[src/hdl/gdc_pkg.sv]
// Shared types, constants and calendar tables for the Gregorian date counter.
`timescale 1ns / 1ps

package gdc_pkg;

  // Field widths
  localparam int DAY_W  = 5;
  localparam int MON_W  = 4;
  localparam int YEAR_W = 14;
  localparam int CNT_W  = 16;
  localparam int DIST_W = 22;
  localparam int DN_W   = 23;   // day number, 1/1/1 is day 1
  localparam int YR_W   = 15;   // working year, one above the largest stored year
  localparam int STEP_W = 20;
  localparam int Q_W    = 9;    // year / 100
  localparam int REM_W  = 9;    // day within year

  // Range limits
  localparam int MAX_STEP = 65535;
  localparam int MAX_YEAR = 9999;

  localparam int DAYS_YEAR = 365;
  localparam int DAYS_LEAP = 366;
  localparam int MONTHS    = 12;

  localparam logic [STEP_W-1:0] STEP_LIM = STEP_W'(MAX_STEP);
  localparam logic [DIST_W-1:0] DIST_MAX = {DIST_W{1'b1}};

  // Day number of 31/12/MAX_YEAR
  localparam int DN_TOP_I = MAX_YEAR * DAYS_YEAR + MAX_YEAR / 4 - MAX_YEAR / 100
                          + MAX_YEAR / 400;
  localparam logic [DN_W-1:0] DN_TOP = DN_W'(DN_TOP_I);

  // Reciprocals: y / 100 = (y * RECIP_100) >> 20, exact for y < 43690
  localparam int RECIP_100_W  = 14;
  localparam int RECIP_100_SH = 20;
  localparam logic [RECIP_100_W-1:0] RECIP_100 = 14'd10486;
  // Years from a day count: n / 365.2425 ~ (n * RECIP_YR) >> 24, slightly low
  localparam int RECIP_YR_W  = 16;
  localparam int RECIP_YR_SH = 24;
  localparam logic [RECIP_YR_W-1:0] RECIP_YR = 16'd45934;

  // Reset date
  localparam logic [DAY_W-1:0]  RST_DAY   = 5'd1;
  localparam logic [MON_W-1:0]  RST_MONTH = 4'd1;
  localparam logic [YEAR_W-1:0] RST_YEAR  = 14'd2000;

  // Status codes
  localparam logic [1:0] ST_OK      = 2'd0;
  localparam logic [1:0] ST_INVALID = 2'd1;
  localparam logic [1:0] ST_RANGE   = 2'd2;

  typedef enum logic [1:0] {
    MODE_LOAD,
    MODE_ADVANCE,
    MODE_BACK,
    MODE_DISTANCE
  } mode_t;

  typedef enum logic [2:0] {
    YR_HOLD,
    YR_IN,
    YR_CUR,
    YR_EST,
    YR_INC,
    YR_DEC
  } yr_op_t;

  // Controller to datapath
  typedef struct packed {
    logic   latch_in;
    yr_op_t yr_op;
    logic   cap_b;
    logic   cap_a;
    logic   decide;
    logic   est_mul;
    logic   month_init;
    logic   month_step;
    logic   publish;
  } gdc_cmd_t;

  // Datapath to controller
  typedef struct packed {
    logic is_move;
    logic found;
    logic month_done;
  } gdc_stat_t;

  function automatic logic [DAY_W-1:0] month_days(input logic [MON_W-1:0] m,
                                                  input logic leap);
    logic [DAY_W-1:0] n;
    case (m)
      4'd1, 4'd3, 4'd5, 4'd7, 4'd8, 4'd10, 4'd12: n = 5'd31;
      4'd4, 4'd6, 4'd9, 4'd11:                    n = 5'd30;
      4'd2:                                       n = leap ? 5'd29 : 5'd28;
      default:                                    n = 5'd0;
    endcase
    return n;
  endfunction

  // Days in the months before month m of a common year
  function automatic logic [REM_W-1:0] days_before_month(input logic [MON_W-1:0] m);
    logic [REM_W-1:0] n;
    case (m)
      4'd2:    n = 9'd31;
      4'd3:    n = 9'd59;
      4'd4:    n = 9'd90;
      4'd5:    n = 9'd120;
      4'd6:    n = 9'd151;
      4'd7:    n = 9'd181;
      4'd8:    n = 9'd212;
      4'd9:    n = 9'd243;
      4'd10:   n = 9'd273;
      4'd11:   n = 9'd304;
      4'd12:   n = 9'd334;
      default: n = 9'd0;
    endcase
    return n;
  endfunction

endpackage

[src/hdl/gdc_ctrl.sv]
// Sequencer for the Gregorian date counter: walks each command through the datapath.
`timescale 1ns / 1ps

module gdc_ctrl (
  input  logic                clk,
  input  logic                rst,
  input  logic                cmd_valid,
  output logic                cmd_stall,
  output logic                rsp_valid,
  input  logic                rsp_stall,
  output gdc_pkg::gdc_cmd_t   cmd,
  input  gdc_pkg::gdc_stat_t  stat
);
  import gdc_pkg::*;

  typedef enum logic [4:0] {
    S_IDLE,
    S_IN_W1,
    S_IN_W2,
    S_IN_USE,
    S_CUR_W1,
    S_CUR_W2,
    S_CUR_USE,
    S_DECIDE,
    S_EST,
    S_EST_YR,
    S_SRCH_W1,
    S_SRCH_W2,
    S_SRCH_CHK,
    S_YR_W1,
    S_YR_W2,
    S_YR_USE,
    S_MONTH,
    S_DONE
  } state_t;

  state_t state, state_next;
  logic   rsp_free;

  assign rsp_free  = !rsp_valid || !rsp_stall;
  assign cmd_stall = (state != S_IDLE);

  always_comb begin
    state_next = state;
    cmd        = '0;
    cmd.yr_op  = YR_HOLD;
    case (state)
      S_IDLE: begin
        if (cmd_valid) begin
          cmd.latch_in = 1'b1;
          cmd.yr_op    = YR_IN;
          state_next   = S_IN_W1;
        end
      end
      S_IN_W1:  state_next = S_IN_W2;
      S_IN_W2:  state_next = S_IN_USE;
      S_IN_USE: begin
        cmd.cap_b  = 1'b1;
        cmd.yr_op  = YR_CUR;
        state_next = S_CUR_W1;
      end
      S_CUR_W1:  state_next = S_CUR_W2;
      S_CUR_W2:  state_next = S_CUR_USE;
      S_CUR_USE: begin
        cmd.cap_a  = 1'b1;
        state_next = S_DECIDE;
      end
      S_DECIDE: begin
        cmd.decide = 1'b1;
        state_next = stat.is_move ? S_EST : S_DONE;
      end
      S_EST: begin
        cmd.est_mul = 1'b1;
        state_next  = S_EST_YR;
      end
      S_EST_YR: begin
        cmd.yr_op  = YR_EST;
        state_next = S_SRCH_W1;
      end
      S_SRCH_W1: state_next = S_SRCH_W2;
      S_SRCH_W2: state_next = S_SRCH_CHK;
      S_SRCH_CHK: begin
        if (stat.found) begin
          cmd.yr_op  = YR_DEC;
          state_next = S_YR_W1;
        end else begin
          cmd.yr_op  = YR_INC;
          state_next = S_SRCH_W1;
        end
      end
      S_YR_W1:  state_next = S_YR_W2;
      S_YR_W2:  state_next = S_YR_USE;
      S_YR_USE: begin
        cmd.month_init = 1'b1;
        state_next     = S_MONTH;
      end
      S_MONTH: begin
        cmd.month_step = 1'b1;
        if (stat.month_done) begin
          state_next = S_DONE;
        end
      end
      S_DONE: begin
        if (rsp_free) begin
          cmd.publish = 1'b1;
          state_next  = S_IDLE;
        end
      end
      default: state_next = S_IDLE;
    endcase
  end

  always_ff @(posedge clk) begin
    if (rst) begin
      state     <= S_IDLE;
      rsp_valid <= 1'b0;
    end else begin
      state <= state_next;
      if (cmd.publish) begin
        rsp_valid <= 1'b1;
      end else if (!rsp_stall) begin
        rsp_valid <= 1'b0;
      end
    end
  end

  a_accept_busy: assert property (@(posedge clk) disable iff (rst)
    (cmd_valid && !cmd_stall) |=> cmd_stall)
    else $error("accepted word did not make the sequencer busy");

  a_rsp_from_done: assert property (@(posedge clk) disable iff (rst)
    $rose(rsp_valid) |-> $past(state == S_DONE))
    else $error("response raised outside the done step");

  a_no_clobber: assert property (@(posedge clk) disable iff (rst)
    (rsp_valid && rsp_stall) |-> !cmd.publish)
    else $error("waiting response overwritten");

endmodule

[src/hdl/gdc_datapath.sv]
// Datapath of the Gregorian date counter: stored date, year unit, day-number arithmetic.
`timescale 1ns / 1ps

module gdc_datapath (
  input  logic                              clk,
  input  logic                              rst,
  input  gdc_pkg::gdc_cmd_t                 cmd,
  output gdc_pkg::gdc_stat_t                stat,
  input  logic [1:0]                        mode,
  input  logic [gdc_pkg::DAY_W-1:0]         in_day,
  input  logic [gdc_pkg::MON_W-1:0]         in_month,
  input  logic [gdc_pkg::YEAR_W-1:0]        in_year,
  input  logic [gdc_pkg::CNT_W-1:0]         step_count,
  output logic [gdc_pkg::DAY_W-1:0]         date_day,
  output logic [gdc_pkg::MON_W-1:0]         date_month,
  output logic [gdc_pkg::YEAR_W-1:0]        date_year,
  output logic [gdc_pkg::DIST_W-1:0]        distance,
  output logic [1:0]                        status
);
  import gdc_pkg::*;

  localparam int QP_W  = YR_W + RECIP_100_W;
  localparam int EP_W  = DN_W + RECIP_YR_W;
  localparam int SUM_W = DN_W + 1;

  function automatic logic [DN_W-1:0] day_number(input logic [DN_W-1:0]  base,
                                                 input logic [MON_W-1:0] m,
                                                 input logic [DAY_W-1:0] d,
                                                 input logic             leap);
    return base + DN_W'(days_before_month(m)) + DN_W'(leap && (m > 4'd2)) + DN_W'(d);
  endfunction

  // Stored date
  logic [DAY_W-1:0]  cur_day;
  logic [MON_W-1:0]  cur_month;
  logic [YEAR_W-1:0] cur_year;

  // Latched command word
  mode_t             mode_r;
  logic [DAY_W-1:0]  d_r;
  logic [MON_W-1:0]  m_r;
  logic [YEAR_W-1:0] y_r;
  logic [CNT_W-1:0]  cnt_r;

  // Year unit
  logic [YR_W-1:0] yr;
  logic [QP_W-1:0] qprod;
  logic [Q_W-1:0]  q;
  logic [YR_W-1:0] r;
  logic            zr;
  logic [Q_W-1:0]  p100;
  logic [YR_W-1:0] p;
  logic [DN_W-1:0] dby_c;
  logic            leap_c;
  logic [DN_W-1:0] dby_r;
  logic            leap_r;

  // Day numbers and results
  logic [DN_W-1:0]   a_r;
  logic [DN_W-1:0]   b_r;
  logic              vld_r;
  logic [DN_W-1:0]   dn;
  logic [EP_W-1:0]   eprod;
  logic [REM_W-1:0]  rem;
  logic [MON_W-1:0]  mo;
  logic              leap_m;
  logic [DAY_W-1:0]  nd;
  logic [MON_W-1:0]  nm;
  logic [YEAR_W-1:0] ny;
  logic [DIST_W-1:0] dist_r;
  logic [1:0]        st_r;

  logic              vld_c;
  logic [DN_W-1:0]   diff_c;
  logic [DIST_W-1:0] dist_c;
  logic [STEP_W-1:0] cnt_l;
  logic [SUM_W-1:0]  res_w;
  logic              back_sat;
  logic [DN_W-1:0]   res_c;
  logic              rng_c;
  logic [DAY_W-1:0]  mo_len;

  // ---- year unit: days before year yr, and leap flag of yr ----
  assign q      = qprod[QP_W-1:RECIP_100_SH];
  assign r      = yr - YR_W'(q) * YR_W'(7'd100);
  assign zr     = (r == '0);
  assign p100   = zr ? q - 1'b1 : q;
  assign p      = yr - 1'b1;
  assign dby_c  = DN_W'(p) * DN_W'(DAYS_YEAR) + DN_W'(p >> 2) - DN_W'(p100)
                + DN_W'(p100 >> 2);
  assign leap_c = ((yr[1:0] == 2'b00) && !zr) || (zr && (q[1:0] == 2'b00));

  always_ff @(posedge clk) begin
    qprod  <= QP_W'(yr) * QP_W'(RECIP_100);
    dby_r  <= dby_c;
    leap_r <= leap_c;
  end

  // ---- supplied date check and distance ----
  assign vld_c  = (y_r != '0) && (32'(y_r) <= MAX_YEAR) && (m_r != '0)
               && (m_r <= 4'(MONTHS)) && (d_r != '0) && (d_r <= month_days(m_r, leap_r));
  assign diff_c = (a_r > b_r) ? a_r - b_r : b_r - a_r;
  assign dist_c = (diff_c > DN_W'(DIST_MAX)) ? DIST_MAX : diff_c[DIST_W-1:0];

  // ---- move target ----
  always_comb begin
    cnt_l    = (STEP_W'(cnt_r) > STEP_LIM) ? STEP_LIM : STEP_W'(cnt_r);
    back_sat = 1'b0;
    if (mode_r == MODE_ADVANCE) begin
      res_w = SUM_W'(a_r) + SUM_W'(cnt_l);
    end else if (SUM_W'(cnt_l) >= SUM_W'(a_r)) begin
      res_w    = SUM_W'(1);
      back_sat = 1'b1;
    end else begin
      res_w = SUM_W'(a_r) - SUM_W'(cnt_l);
    end
    if (res_w > SUM_W'(DN_TOP)) begin
      res_c = DN_TOP;
      rng_c = 1'b1;
    end else begin
      res_c = res_w[DN_W-1:0];
      rng_c = back_sat;
    end
  end

  assign mo_len          = month_days(mo, leap_m);
  assign stat.is_move    = (mode_r == MODE_ADVANCE) || (mode_r == MODE_BACK);
  assign stat.found      = (dby_r >= dn);
  assign stat.month_done = (mo == 4'(MONTHS)) || (rem <= REM_W'(mo_len));

  // ---- working registers ----
  always_ff @(posedge clk) begin
    if (cmd.latch_in) begin
      mode_r <= mode_t'(mode);
      d_r    <= in_day;
      m_r    <= in_month;
      y_r    <= in_year;
      cnt_r  <= step_count;
    end

    case (cmd.yr_op)
      YR_IN:   yr <= YR_W'(in_year);
      YR_CUR:  yr <= YR_W'(cur_year);
      YR_EST:  yr <= YR_W'(eprod[EP_W-1:RECIP_YR_SH]) + YR_W'(2);
      YR_INC:  yr <= yr + 1'b1;
      YR_DEC:  yr <= yr - 1'b1;
      default: yr <= yr;
    endcase

    if (cmd.cap_b) begin
      b_r   <= day_number(dby_r, m_r, d_r, leap_r);
      vld_r <= vld_c;
    end
    if (cmd.cap_a) begin
      a_r <= day_number(dby_r, cur_month, cur_day, leap_r);
    end

    if (cmd.decide) begin
      case (mode_r)
        MODE_LOAD: begin
          nd     <= vld_r ? d_r : cur_day;
          nm     <= vld_r ? m_r : cur_month;
          ny     <= vld_r ? y_r : cur_year;
          dist_r <= '0;
          st_r   <= vld_r ? ST_OK : ST_INVALID;
        end
        MODE_DISTANCE: begin
          nd     <= cur_day;
          nm     <= cur_month;
          ny     <= cur_year;
          dist_r <= vld_r ? dist_c : '0;
          st_r   <= vld_r ? ST_OK : ST_INVALID;
        end
        default: begin
          dn     <= res_c;
          dist_r <= '0;
          st_r   <= rng_c ? ST_RANGE : ST_OK;
        end
      endcase
    end

    if (cmd.est_mul) begin
      eprod <= EP_W'(dn - 1'b1) * EP_W'(RECIP_YR);
    end

    if (cmd.month_init) begin
      rem    <= REM_W'(dn - dby_r);
      leap_m <= leap_r;
      mo     <= 4'd1;
    end else if (cmd.month_step) begin
      if (stat.month_done) begin
        nd <= rem[DAY_W-1:0];
        nm <= mo;
        ny <= yr[YEAR_W-1:0];
      end else begin
        rem <= rem - REM_W'(mo_len);
        mo  <= mo + 1'b1;
      end
    end

    if (cmd.publish) begin
      date_day   <= nd;
      date_month <= nm;
      date_year  <= ny;
      distance   <= dist_r;
      status     <= st_r;
    end
  end

  // Stored date
  always_ff @(posedge clk) begin
    if (rst) begin
      cur_day   <= RST_DAY;
      cur_month <= RST_MONTH;
      cur_year  <= RST_YEAR;
    end else if (cmd.publish) begin
      cur_day   <= nd;
      cur_month <= nm;
      cur_year  <= ny;
    end
  end

  a_cur_calendar: assert property (@(posedge clk) disable iff (rst)
    (cur_month >= 4'd1) && (cur_month <= 4'(MONTHS)) && (cur_day >= 5'd1))
    else $error("stored date left the calendar");

  a_year_found: assert property (@(posedge clk) disable iff (rst)
    cmd.month_init |-> (dn > dby_r) && ((dn - dby_r) <= DN_W'(DAYS_LEAP)))
    else $error("year search ended on the wrong year");

  a_rsp_is_cur: assert property (@(posedge clk) disable iff (rst)
    cmd.publish |=> (date_day == cur_day) && (date_month == cur_month)
                    && (date_year == cur_year))
    else $error("reported date differs from stored date");

endmodule

[src/hdl/gregorian_date_counter.sv]
// Top level of the Gregorian date counter: command and response channels.
`timescale 1ns / 1ps

// Holds one Gregorian date (reset 1/1/2000) and takes one command word at a
// time: mode 0 loads in_day/in_month/in_year, mode 1 advances the date by
// step_count days, mode 2 goes back by step_count days, mode 3 reports the
// absolute day distance to the supplied date. Every response carries the
// stored date after the command and a status: 0 ok, 1 supplied date invalid
// (load ignored, distance 0), 2 move saturated at 1/1/1 or 31/12/MAX_YEAR.
// Leap years follow the 4/100/400 rule. The block takes one word at a time.
// The sequencer steps each word through the shared year unit (a registered
// reciprocal multiply, then the days-before-year sum): a load or distance
// command passes the supplied and the stored date through it, a move needs
// four or five such passes (supplied date, stored date, estimated year, at
// most one step up, then the found year) and then walks the months of the
// found year at one month per cycle. A finished response waits in the output
// register while the next word is accepted.
module gregorian_date_counter (
  input  logic                          clk,
  input  logic                          rst,
  // command channel
  input  logic                          cmd_valid,
  output logic                          cmd_stall,
  input  logic [1:0]                    mode,
  input  logic [gdc_pkg::DAY_W-1:0]     in_day,
  input  logic [gdc_pkg::MON_W-1:0]     in_month,
  input  logic [gdc_pkg::YEAR_W-1:0]    in_year,
  input  logic [gdc_pkg::CNT_W-1:0]     step_count,
  // response channel
  output logic                          rsp_valid,
  input  logic                          rsp_stall,
  output logic [gdc_pkg::DAY_W-1:0]     date_day,
  output logic [gdc_pkg::MON_W-1:0]     date_month,
  output logic [gdc_pkg::YEAR_W-1:0]    date_year,
  output logic [gdc_pkg::DIST_W-1:0]    distance,
  output logic [1:0]                    status
);
  import gdc_pkg::*;

  gdc_cmd_t  cmd;
  gdc_stat_t stat;

  // Sequencer: accept a word, step it through the datapath, hand off the response
  gdc_ctrl u_ctrl (
    .clk       (clk),
    .rst       (rst),
    .cmd_valid (cmd_valid),
    .cmd_stall (cmd_stall),
    .rsp_valid (rsp_valid),
    .rsp_stall (rsp_stall),
    .cmd       (cmd),
    .stat      (stat)
  );

  // Datapath: stored date, year unit, day numbers, response register
  gdc_datapath u_datapath (
    .clk        (clk),
    .rst        (rst),
    .cmd        (cmd),
    .stat       (stat),
    .mode       (mode),
    .in_day     (in_day),
    .in_month   (in_month),
    .in_year    (in_year),
    .step_count (step_count),
    .date_day   (date_day),
    .date_month (date_month),
    .date_year  (date_year),
    .distance   (distance),
    .status     (status)
  );

endmodule

[config.mk]
export PLATFORM = sky130hd
export DESIGN_NAME = gregorian_date_counter
export DESIGN_NICKNAME = d
export VERILOG_FILES = /design/src/hdl/gdc_pkg.sv /design/src/hdl/gdc_ctrl.sv /design/src/hdl/gdc_datapath.sv /design/src/hdl/gregorian_date_counter.sv
export SDC_FILE = /design/constraint.sdc
export NUM_CORES = 2
export LEC_CHECK = 0
export BUFFER_PORTS_ARGS = -buffer_cell sky130_fd_sc_hd__buf_2
export CORE_MARGIN = 2
export CORE_UTILIZATION = 25
export DETAILED_ROUTE_END_ITERATION = 6
export GPL_TIMING_DRIVEN = 0
export HOLD_SLACK_MARGIN = 0.15
export SLEW_MARGIN = 20
export SYNTH_ARGS = -nofsm -noshare
export SYNTH_HDL_FRONTEND = slang
export SYNTH_SLANG_ARGS = --single-unit
[constraint.sdc]
create_clock -name clk -period 12.3 [get_ports clk]
set_clock_uncertainty 0.2 [all_clocks]
set_input_delay 3.69 -clock clk [delete_from_list [all_inputs] [get_ports clk]]
set_output_delay 3.69 -clock clk [all_outputs]
set_load 0.01 [all_outputs]
---- Word level (Yosys, flattened, before mapping) ----
Memory sizes are Yosys's and may differ from the RTL's. A register that Yosys moved wholly into a read port is not among the register bits.
Index checks and enable logic that the tools add are counted.
word-level totals
  bits in read-only memories .............. 288
  bits of input ports ..................... 45
  memories ................................ 2
  word-level logic and storage cells ...... 226
  output and inout bits ................... 49
  register bits ........................... 353
memory list
  name              words  bits a word  read ports  clocked after memory_dff  wr ports  RTL line        RTL
  (name not given)  16     9            1           1                         0         gdc_pkg.sv:104  case (m)
  (name not given)  16     9            1           1                         0         gdc_pkg.sv:104
cells by class
  equal/unequal tests ..................... 54
  $mul .................................... 4
  mux-type cells .......................... 62
  reduce and logical (&&, ||, !) cells .... 37
  bitwise logic cells ..................... 2
  add/subtract/negate cells ............... 22
  order comparisons ....................... 11
operator list
  cell                      count
  $pmux W5 S18              1
  $pmux W15 S5              1
  $mux W14                  5
  $mux W9                   6
  $mux W24                  2
  $add A23 B1 Y23           2
  $add A23 B5 Y23           2
  $add A23 B9 Y23           2
  $sub A23 B23 Y23          2
  $mux W5                   9
  $eq A4 B4 Y1 const B      10
  $eq A5 B4 Y1 const B      8
  $mul A39 B15 Y38 const B  1
  $mux W4                   9
  $eq A4 B3 Y1 const B      8
  $pmux W5 S3               2
  $mul A15 B13 Y28 const B  1
  $pmux W14 S2              1
  $add A23 B16 Y24          1
  $gt A24 B22 Y1 const B    1
  $sub A23 B1 Y24 const B   1
  $sub A23 B16 Y24          1
  $add A23 B13 Y23          1
  $add A23 B7 Y23           1
  57 further kinds          114

---- Depth between registers and ports, before layout ----
  word-level depth ........................ 8
  mapped depth ............................ 42
  depth with buffers taken out ............ 41

---- Cells and area by module ----
A second synthesis with hierarchy kept.
second synthesis, totals
  cell total of the unflattened synthesis .. 3844
  area, all modules ....................... 37011.7 um2
by module, submodules not included
  module        instances  cells an instance  area an instance (um2)  seq. area each (um2)
  gdc_datapath  1          3778               36522.5                 8688.3
  gdc_ctrl      1          66                 489.2                   120.1

---- Worst setup path after synthesis ----
OpenSTA, ideal clock, no wires.
  path kind ............................... register -> register
  start ................................... register u_datapath.qprod[23]
  end ..................................... register u_datapath.dby_r[21]
  buffers on the path ..................... 1
  cell stages (with the launch flop) ...... 39
  path slack .............................. 3.426 ns
  arrival time ............................ 8.602 ns
  cells stage by stage .................... dfxtp_1 inv_1 ha_1 ha_1 fa_1 ha_1 nor2b_1 o21ai_0 a21oi_1 nand2b_1 ha_1 and2_1 a22o_1 a31oi_1 a21oi_1 nor3_1 o221a_2 clkbuf_1 [3 not listed] inv_1 ha_1 fa_1 inv_1 fa_1 inv_1 ha_1 a21o_1 a21oi_1 nand2b_1 a21boi_0 o22ai_1 o2111a_1 nor4_1 or4_1 a31o_2 a21oi_1 xnor2_1
on the way
  word-level cells in the longest chain between the ends .. 6
ends and longest elaborated chain
  what                      RTL line            RTL
  from (decl)               gdc_datapath.sv:47  logic [QP_W-1:0] qprod;
  from (signal assigned)    gdc_datapath.sv:94  qprod <= QP_W'(yr) * QP_W'(RECIP_100);
  $mul A9 B5 Y13            gdc_datapath.sv:85  assign r = yr - YR_W'(q) * YR_W'(7'd100);
  $sub A15 B15 Y15          gdc_datapath.sv:85
  $logic_not A15 Y1         gdc_datapath.sv:86  assign zr = (r == '0);
  $mux W9 (*)               gdc_datapath.sv:87  assign p100 = zr ? q - 1'b1 : q;
  $sub A23 B9 Y23           gdc_datapath.sv:89  assign dby_c = DN_W'(p) * DN_W'(DAYS_YEAR) + DN_W'(p >> 2) - DN_W'(p100)
  $add A23 B7 Y23 (*)       gdc_datapath.sv:90  + DN_W'(p100 >> 2);
  net u_datapath.dby_c[21]  gdc_datapath.sv:53  logic [DN_W-1:0] dby_c;
  to (signal assigned)      gdc_datapath.sv:95  dby_r <= dby_c;
  to (decl)                 gdc_datapath.sv:55  logic [DN_W-1:0] dby_r;
Mark *: on every way through the listed nets, which the timed path passes. The rest lies on a longest branch.
A chain may end at the register's enable or synchronous reset.

---- Final worst setup path ----
  start ................................... register u_datapath.dn[0]
  end ..................................... register u_datapath.eprod[33] (data pin)
on the way
  word-level cells in the longest chain between the ends .. 2
ends and longest elaborated chain
  what                    RTL line             RTL
  from (decl)             gdc_datapath.sv:62   logic [DN_W-1:0] dn;
  from (signal assigned)  gdc_datapath.sv:175  dn <= res_c;
  $sub A23 B1 Y24         gdc_datapath.sv:183  eprod <= EP_W'(dn - 1'b1) * EP_W'(RECIP_YR);
  $mul A39 B15 Y38        gdc_datapath.sv:183
  to (signal assigned)    gdc_datapath.sv:183
  to (decl)               gdc_datapath.sv:63   logic [EP_W-1:0] eprod;
No other way between the ends.

==> results.ini <==
[status]
outcome = complete, no violations

[global_route]
grt-ovfl-total = 0
grt_pass1_vias = 27154
antenna_found_initial = 15
grt_max_degree = 43
track_usage_pct = 12.9
grt_pass1_wl_um = 151000

[sta]
fin_crit_ps = 10310
setup_tns_ps = 0
fin_crit_sh_pct = 83.8
hold_ws_ps = 212
hold_viol = 0
finalMaxSlewViolations = 0
slew_headroom_pct = 24.5
worst_slew_pin_slew_ps = 1120
rsz0062_at_grt = false
max_freq_mhz = 97.0
setup_viol = 0

[finish]
seq_area_mm2 = 0.00881
drive_above_1_share_pct = 6.54
area_growth_pct = 11.8
stdcell_count = 5802
nFillCells = 15045
multi_input_area_mm2 = 0.0245
final_core_util_pct = 28.2
finalNetCount = 4816

[critical_path]
worstReg2RegEnd = u_datapath.eprod[33]
worstRegToRegCells = 32
cp_slowest_cell = xnor2_1
crit_required_ps = 12420
slowest_delay_ps = 710
crit_path_start_kind = register
path_class = reg -> reg
cp-startpoint = u_datapath.dn[0]
rrSetupSlack_ps = 1990
reg2reg_from = u_datapath.dn[0]
crit_fanout = 6
cpMostUsedCell = fa_1
cp-end-kind = register
arrival_ps = 10430

[synth]
synth_nets = 4673
synth_edf_count = 222
synth_area_mm2 = 0.0363
syn_inst = 3725
seq_area_frac_synth_pct = 24.3
ys_warn_count = 0
ys_types = 105
synth_ff_type = edfxtp_1
synthArstFlopShare_pct = 0
synth_seq_cells = 329
syn_area_per_cell_um2 = 9.74

[floorplan]
coreArea_mm2 = 0.144
die-area_mm2 = 0.148
die_h_um = 385
initial_utilization_pct = 25.2
die_w_um = 385
io-pin-count = 94
row_count = 139

[routing]
routed_wl_um = 95300
wire_per_inst_um = 16.4
drt_first_pass_iters = 6
ant_nets = 0
vias_per_cell = 4.58
drc_errors = 0
vias = 26580
drt_iter0_markers = 1532

[place]
dp_hpwl_um = 79400
numPortBuffers = 93
place_inst = 5730
gp_congestion = 0.953

[pwr]
p_leak_uw = 0.0184
powerDensity_mw_per_mm2 = 282
combPwrFrac_pct = 74.7
p_switching_uw = 5380
clkPwrFrac_pct = 10.6
p_int_uw = 6050
seqPwrFrac_pct = 14.7
ir_drop_mv = 0.310
swShare_pct = 47.1

[flow_run]
max-cap-violations = 0

[clock_network]
clk_pin_slew_ps = 60
cts_max_level = 2
cts_resized = 0
clock_latency_ps = 580
cts_tree = yes
cts_setup_buffers = 0
cts_root_buf = clkbuf_16
cts_buffer_depth = 3
cts_buffers = 39
clkSinkCount = 329
ctsHoldBuffers = 0

[min_path]
hold_class = reg -> reg
hold_path_startpoint = u_datapath.dist_r[15]
hold_depth = 0
min_to = u_datapath.distance[15]

## kinds of logic after synthesis
logic type                 count (synthesis)  share of synthesized area [%]
AOI/OAI and AO/OA                        672                           12.0
buffers and inverters                    778                           8.20
DFF                                      329                           24.3
and+or+nand+nor                          763                           10.1
other                                      1                         0.0103
muxes                                     38                           1.12
xor gates and xnor gates                 241                           5.88
adders and majority gates                903                           38.5
## cell usage after synthesis, drive strengths merged, types with 42 or more instances
cell    instances  area, um^2
a21o           51         383
a21oi         186         935
clkbuf         60         225
dfxtp         107        2140
edfxtp        222        6670
fa            354        7090
ha            549        6870
inv           683        2560
nand2         237         890
nand2b         42         263
nand3          52         265
nor2          189         717
nor3           64         337
o21ai         179         896
xnor2         176        1550
xor2           64         561
## registers in the layout, summed over array words and instances, names as in the netlist, 5 cells and up, named ones only
signal                cells
u_datapath.distance      22
u_datapath.dn            23
u_datapath.qprod          9
u_datapath.nd             5
u_datapath.b_r           23
u_ctrl.state              5
u_datapath.y_r           14
u_datapath.ny            14
u_datapath.cur_year      14
u_datapath.rem            9
u_datapath.cur_day        5
u_datapath.dby_r         23
u_datapath.cnt_r         16
u_datapath.date_day       5
u_datapath.d_r            5
u_datapath.dist_r        22
u_datapath.eprod         15
u_datapath.date_year     14
u_datapath.a_r           23
u_datapath.yr            15
## metrics by stage
step | worst slack, ps | cell area [um^2] | power (uW)
after CTS | 1980 | 40600 | 11500
final | 1990 | 40600 | 11400
after global placement | 2070 | 39100 | 10100
after global routing | 1450 | 40600 | 12900
after floorplan | 3430 | 36300 | 8400
after detailed placement | 2030 | 39300 | 10200
## how the worst max path moves through the flow
stage                                       to
after floorplan           u_datapath.dby_r[21]
after global placement    u_datapath.eprod[33]
after detailed placement  u_datapath.eprod[33]
after CTS                 u_datapath.eprod[33]
after global routing      u_datapath.eprod[29]
final                     u_datapath.eprod[33]
## final cells by class
| cell class | count | share of cell area, % |
|---|---|---|
| Multi-Input combinational cell | 2618 | 60.5 |
| Buffer | 94 | 1.02 |
| Clock inverter | 16 | 0.505 |
| Timing Repair Buffer | 102 | 1.36 |
| Clock buffer | 54 | 2.75 |
| Antenna cell | 2 | 0.0123 |
| Inverter | 684 | 6.33 |
| Tap cell | 1903 | 5.87 |
| Sequential cell | 329 | 21.7 |
## per-layer routing
metal  up-vias  wire length, um  share of wire [%]  GRT usage (%)
met5         -               23              0.024              0
met4         4             3580                3.8           4.48
met3       162             4480                4.7           2.00
met2       629            44500                 47           21.5
met1     12994            42700                 45           17.0
li1      12791                -                  -              -
## power by group through the flow
stage / logic (uW) / clock network [uW] / registers, uW
floorplan: 6800 / 0 / 1600
global placement: 8370 / 0 / 1700
detailed placement: 8550 / 0 / 1700
CTS: 8620 / 1240 / 1680
global route: 9890 / 1290 / 1690
finish: 8540 / 1210 / 1680
## layout by cell type (no fill, tap or decap), types with 42 or more instances in the layout
master,netlist,final
xnor2_1,175,172
nand2b_1,42,42
o21ai_0,172,172
a21o_1,51,51
nand3_1,51,51
clkbuf_16,0,42
ha_1,549,549
inv_1,680,679
xor2_1,64,64
edfxtp_1,222,222
clkbuf_1,60,69
dfxtp_1,107,107
buf_2,25,121
nand2_1,237,237
a21oi_1,185,185
nor2_1,188,188
fa_1,354,354
nor3_1,62,61
## worst max-delay path: cells and delay by family, from the launching register on
kind                       cells  cell delay (ps)
and+or+nand+nor                8             2030
buffers and inverters          6             1090
DFF                            1              400
xor gates and xnor gates       2              790
AOI/OAI and AO/OA              8             1820
adders and majority gates      8             3720
Power figures use the tool's default switching activity.
